### src/bmas_pkg.sv
package bmas_pkg;

	// Defaults for the sizing parameters
	localparam int MAX_ROWS_DEF    = 256;
	localparam int MAX_TARGETS_DEF = 16;

	// Field widths
	localparam int ACT_W   = 2;
	localparam int ROW_W   = 8;
	localparam int COL_W   = 4;
	localparam int VAL_W   = 32;
	localparam int SUM_W   = 64;
	localparam int RC_W    = 9;
	localparam int TC_W    = 5;
	localparam int INV_W   = 17;
	localparam int CFG_W   = 17;
	localparam int CIDX_W  = 2;
	localparam int RWIDE_W = 13;
	localparam int TWIDE_W = 7;
	localparam int IN_DATA_W  = 48;
	localparam int OUT_DATA_W = 32;

	// Action codes
	localparam logic [ACT_W-1:0] ACT_SCORE  = 2'd0;
	localparam logic [ACT_W-1:0] ACT_SCALE  = 2'd1;
	localparam logic [ACT_W-1:0] ACT_WEIGHT = 2'd2;

	// Register indexes
	localparam logic [CIDX_W-1:0] REG_ROWS    = 2'd0;
	localparam logic [CIDX_W-1:0] REG_TARGETS = 2'd1;
	localparam logic [CIDX_W-1:0] REG_INV     = 2'd2;

	localparam logic [INV_W-1:0] INV_MAX = 17'd65536;

	// Word travelling down the cell chain
	typedef struct packed {
		logic                    vld;
		logic [ACT_W-1:0]        act;
		logic [ROW_W-1:0]        row;
		logic [COL_W-1:0]        col;
		logic signed [VAL_W-1:0] value;
	} item_t;

	// Per-target entry shifted out at the end of a draw
	typedef struct packed {
		logic                    used;
		logic signed [SUM_W-1:0] sum;
		logic signed [VAL_W-1:0] se;
	} unload_t;

endpackage

### src/bmas_scale.sv
module bmas_scale (
	input  logic                          clk,
	input  logic                          arst_n,
	input  logic                          clr,
	input  logic [bmas_pkg::INV_W-1:0]    inv,
	input  logic                          in_valid,
	output logic                          in_ready,
	input  bmas_pkg::unload_t             entry,
	output logic                          busy,
	output logic [bmas_pkg::VAL_W-1:0]    best,
	output logic                          bad
);
	import bmas_pkg::*;

	localparam logic [2:0] S_IDLE = 3'd0;
	localparam logic [2:0] S_MUL  = 3'd1;
	localparam logic [2:0] S_CHK  = 3'd2;
	localparam logic [2:0] S_DIV  = 3'd3;
	localparam logic [2:0] S_UPD  = 3'd4;

	logic [2:0]        st_q;
	logic [47:0]       a_q;
	logic [30:0]       se_q;
	logic [63:0]       b_q;
	logic [30:0]       rem_q;
	logic [31:0]       quo_q;
	logic [4:0]        cnt_q;
	logic [31:0]       best_q;
	logic              bad_q;
	logic [SUM_W-1:0]  mag;
	logic [31:0]       rem2;
	logic              ge;
	logic [31:0]       diff;

	assign mag  = entry.sum[SUM_W-1] ? (~entry.sum) + 64'd1 : entry.sum;
	assign rem2 = {rem_q, quo_q[31]};
	assign ge   = rem2 >= {1'b0, se_q};
	assign diff = rem2 - {1'b0, se_q};

	assign in_ready = (st_q == S_IDLE);
	assign busy     = (st_q != S_IDLE);
	assign best     = best_q;
	assign bad      = bad_q;

	always_ff @(posedge clk or negedge arst_n) begin
		if (!arst_n) begin
			st_q   <= S_IDLE;
			best_q <= '0;
			bad_q  <= 1'b0;
			cnt_q  <= '0;
		end else begin
			case (st_q)
				S_IDLE: begin
					if (clr) begin
						best_q <= '0;
						bad_q  <= 1'b0;
					end else if (in_valid && entry.used) begin
						if (entry.se[VAL_W-1] || entry.se == '0) begin
							bad_q <= 1'b1;
						end else begin
							st_q <= S_MUL;
						end
					end
				end
				S_MUL: st_q <= S_CHK;
				S_CHK: begin
					if (b_q[63:32] >= {1'b0, se_q}) begin
						best_q <= 32'hFFFF_FFFF;
						st_q   <= S_IDLE;
					end else begin
						cnt_q <= '0;
						st_q  <= S_DIV;
					end
				end
				S_DIV: begin
					cnt_q <= cnt_q + 5'd1;
					if (cnt_q == 5'd31) begin
						st_q <= S_UPD;
					end
				end
				S_UPD: begin
					if (quo_q > best_q) begin
						best_q <= quo_q;
					end
					st_q <= S_IDLE;
				end
				default: st_q <= S_IDLE;
			endcase
		end
	end

	always_ff @(posedge clk) begin
		if (st_q == S_IDLE) begin
			a_q  <= mag[63:16];
			se_q <= entry.se[30:0];
		end
		if (st_q == S_MUL) begin
			b_q <= 64'(a_q) * 64'(inv);
		end
		if (st_q == S_CHK) begin
			rem_q <= b_q[62:32];
			quo_q <= b_q[31:0];
		end
		if (st_q == S_DIV) begin
			// one quotient bit per cycle
			rem_q <= ge ? diff[30:0] : rem2[30:0];
			quo_q <= {quo_q[30:0], ge};
		end
	end

endmodule

### config.mk
export PLATFORM = sky130hd
export DESIGN_NAME = bmas_scale
export DESIGN_NICKNAME = d
export VERILOG_FILES = /design/src/bmas_pkg.sv /design/src/bmas_scale.sv
export SDC_FILE = /design/constraint.sdc
export NUM_CORES = 2
export LEC_CHECK = 0
export ABC_AREA = 1
export BUFFER_PORTS_ARGS = -buffer_cell sky130_fd_sc_hd__buf_2
export CAP_MARGIN = 20
export CORE_ASPECT_RATIO = 1.75
export CORE_MARGIN = 10
export CORE_UTILIZATION = 50
export CTS_CLUSTER_DIAMETER = 80
export DETAILED_ROUTE_END_ITERATION = 8
export GPL_TIMING_DRIVEN = 0
export PLACE_DENSITY = 0.68
export SYNTH_ARGS = -nofsm -noshare
export SYNTH_HDL_FRONTEND = slang
export SYNTH_SLANG_ARGS = --single-unit
### constraint.sdc
create_clock -name clk -period 17.02 [get_ports clk]
set_input_delay 3.404 -clock clk [delete_from_list [all_inputs] [get_ports clk]]
set_output_delay 3.404 -clock clk [all_outputs]
set_load 0.01 [all_outputs]
==> reports/results.txt <==
The run finished with clean final reports. The cell area after synthesis is 41800 um^2. The pin count of the biggest net entering global routing was 42; the first-pass GRT wire length was 228000 um. The insertion delay of the later-clocked pin in the worst-skew pair is 0.62 ns. The average cell area after synthesis is 7.61 um^2.

The count of standard-cell rows was 140; the slew of the pin with the lowest slew margin was 1.27 ns. The number of I/O pins was 153. The final global-route overflow total is 0.

In the finished design, the share of the clock period the worst path needs comes to 63.3%. The tools report the number of nets in the final layout as 6706. Max-cap violations in this run came to 0. Global routing used 32.2% of the available tracks across all layers. Of the cells placed in the final design, the portion with a size suffix greater than 1 is 4.36%. The growth of design area from synthesis to finish is 7.21%, and the worst-case clock buffer depth is 3.

Counting I/O delays and the setup requirement, the final critical path takes 10.78 ns. TritonCTS built the clock tree. TritonCTS created 27 clock buffers.

The global routing stage identified its most utilized layer as met2. For the met2 track demand over resource, the log shows 59.8%. Yosys instantiated no cell more often than nand2_1. The number of cells traversed by the worst register-to-register path came out at 22. For this run, design rule violations remaining after detail routing come to 0.

The largest fanout on the critical path works out to 10. The worst setup path is launched from an input port. The Yosys step of the flow raised 0 warnings. For the starting density of the core, the log shows 50.3%. The worst hold path terminates at best[20]. Adding up every negative setup slack in the final design gives 0 ns. For the number of hold buffers added after cts, the log shows 0. Sequential elements use 17.2% of the synthesized area. Clock-pin slew was measured on the worst setup and hold paths at 0.07 ns.

Synthesis produced a netlist with a net count of 6535. In this run, distinct cell masters in the synthesized netlist total 45. After clock tree synthesis, the repair step resized 0 gates. For this block, the routed nets add up to 153000 um of wire. The worst hold slack is 0.496 ns, and the core outline area is 83200 um^2. The die is 403 um tall. Input and output buffers added on the ports amount to 135. In the post-synthesis netlist, the biggest area contributors are fa_1, edfxtp_1, nand2_1.

The routing usage on met3 was 5.05%. After synthesis the netlist holds a flip-flop and latch count of 247. The run gives 6.24 ns as the final worst setup slack. The logs give 247 for the number of sinks driven by the clock tree and 9.17 ns for the register-to-register setup slack. The routed wirelength normalized by instance count was 22.6 um; the synthesized instance count was 5497.

The arrival time of data at the critical path endpoint came out at 11.14 ns. In the synthesized netlist, the cells that appear most often are nand2_1, inv_1, fa_1. The synthesized design contains 206 enable-type register cells.

In this run the critical register-to-register path is launched from a_q[29]. Setup violations remaining at the end of the flow were counted as 0. Post-CTS timing repair inserted 0 buffers for setup. The remaining max-slew budget at the tightest pin was 15.5%; the post-synthesis async set-or-reset flop share was 16.6%. The initial antenna violation count is 3, and the proportion of netlist area held by the largest area contributor is 33.0%.

Most area-hungry cell type in the Yosys netlist: fa_1. The floorplan step defined a die boundary enclosing 96100 um^2. The congestion estimate from routability-driven global placement came to 1.02.

The tools report the maximum level of the CTS H-tree as 1. The min-delay analysis places its worst path in the category reg -> reg. The maximum operating frequency is 92.8 MHz. Clock skew on the completed layout was measured at 0.0190 ns. Fill cells in the final layout number 8218.

In this run the most critical hold path is launched from best[20]. Global routing consumed, on the met1 layer, 28.7% of the routing resources. The detailed router finished its first iteration with 2309 violations. The via count of the first global-routing pass is 39072, and the via total after detailed routing is 35992.

The worst register-to-register path ends at b_q[56]. The cell sitting at the root of the clock tree is a clkbuf_16. The type of destination of the critical path was a register. Data on the critical path is required at its endpoint by 17.38 ns. Number of cells traversed by the worst hold path: 2. The final-report max-slew violation count was 0; the number of nets with antenna violations after routing was 0. The wire-length estimate of the detail-placed layout is 131000 um. For the final hold violation count, the log shows 0. Setup repair after global routing left no endpoint under its margin.

Pre-CTS setup slack: 5.99 ns. The worst setup path is of the in -> reg kind. Top flip-flop cell by instance count after synthesis: edfxtp_1. The via density per instance is 5.33, and the detailed-routing iteration count for the pre-antenna-repair pass is 8. The width of the chip works out to 239 um.
-- sequential cells by signal, summed over array words and instances (netlist names), 3 cells and up --
register / cells
b_q: 64
a_q: 48
best: 32
quo_q: 32
rem_q: 31
se_q: 31
cnt_q: 5
st_q: 3
-- cell usage in the layout (no fill, tap or decap), types with 4 or more instances in the layout --
master	count
nand2_1	1574
inv_1	1453
fa_1	689
nor2_1	304
ha_1	231
edfxtp_1	206
nand3_1	183
clkbuf_1	181
o21ai_0	160
a21oi_1	153
buf_2	148
xor2_1	66
nand4_1	41
dfrtp_1	41
clkbuf_16	29
buf_1	27
nor3_1	27
xnor2_1	24
nand3b_1	22
clkinv_2	11
o21bai_1	9
nor4_1	9
nand3b_2	9
a21o_1	6
o21a_1	6
nor2_4	6
o21ai_1	6
nand2_2	6
buf_12	5
a31oi_1	4
inv_2	4
buf_4	4
and3_1	4
o31ai_1	4
-- layout make-up --
type | instances | area, um^2 | area share [%]
clock inverter | 19 | 123 | 0.273
antenna | 1 | 2.50 | 0.00558
multi-input combinational | 3568 | 28300 | 63.1
clock buffer | 31 | 733 | 1.63
buffer | 225 | 895 | 1.99
tap | 1065 | 1330 | 2.97
sequential | 247 | 7210 | 16.1
timing repair buffer | 142 | 806 | 1.80
inverter | 1457 | 5470 | 12.2
-- cell families (layout without fill, tap and decap cells) --
kind of cell	count (synthesis)	count (layout)	share of synthesized area (%)
AO/OA/AOI/OAI	361	361	4.58
XOR/XNOR	90	90	1.88
adder cells (fa/ha/maj)	920	920	39.9
buffers and inverters	1682	1874	15.2
flip-flops	247	247	17.2
other	0	1	0
AND/OR/NAND/NOR	2197	2197	21.2
-- worst max path at each step --
stage | slack (ns) | cells past startpoint | startpoint | end
6_report | 6.24 | 23 | inv[16] | b_q[56]
2_1_floorplan | 8.21 | 24 | inv[2] | b_q[60]
5_1_grt | 6.29 | 23 | inv[16] | b_q[60]
3_3_place_gp | 5.97 | 21 | inv[16] | b_q[45]
3_5_place_dp | 5.99 | 21 | inv[16] | b_q[45]
4_1_cts | 6.63 | 22 | inv[4] | b_q[48]
-- worst max-delay path: stages --
cell	delay, ns
buf_2	0.11
clkbuf_1	0.93
clkbuf_1	0.87
nand2_1	0.11
inv_1	0.11
fa_1	0.44
fa_1	0.42
fa_1	0.50
fa_1	0.42
fa_1	0.53
inv_1	0.06
fa_1	0.47
inv_1	0.07
ha_1	0.48
nand2_1	0.24
nor2_1	0.17
inv_1	0.07
nor2_1	0.08
inv_1	0.25
nor3_1	0.86
nand3_1	0.29
nand4_1	0.15
nand2_1	0.08
-- per-stage QoR --
step                      util (%)  cells  instance area [um^2]
final                         53.9   6755                 44900
after global routing          53.9   6754                 44900
after CTS                     53.9   6754                 44900
after detailed placement      52.9   6704                 44000
after global placement        52.7   6697                 43900
after floorplan                  -   5497                 41800
-- per-layer routing --
layer,wire (um),part of all wire [%],up-vias
met5,8,0.0052,-
met4,17900,12,2
met3,9250,6.1,659
met2,79700,52,1548
met1,46000,30,17363
li1,-,-,16420
Power is not shown: default switching activity piles up to over one toggle a cycle in this logic, so the estimate is an artifact.
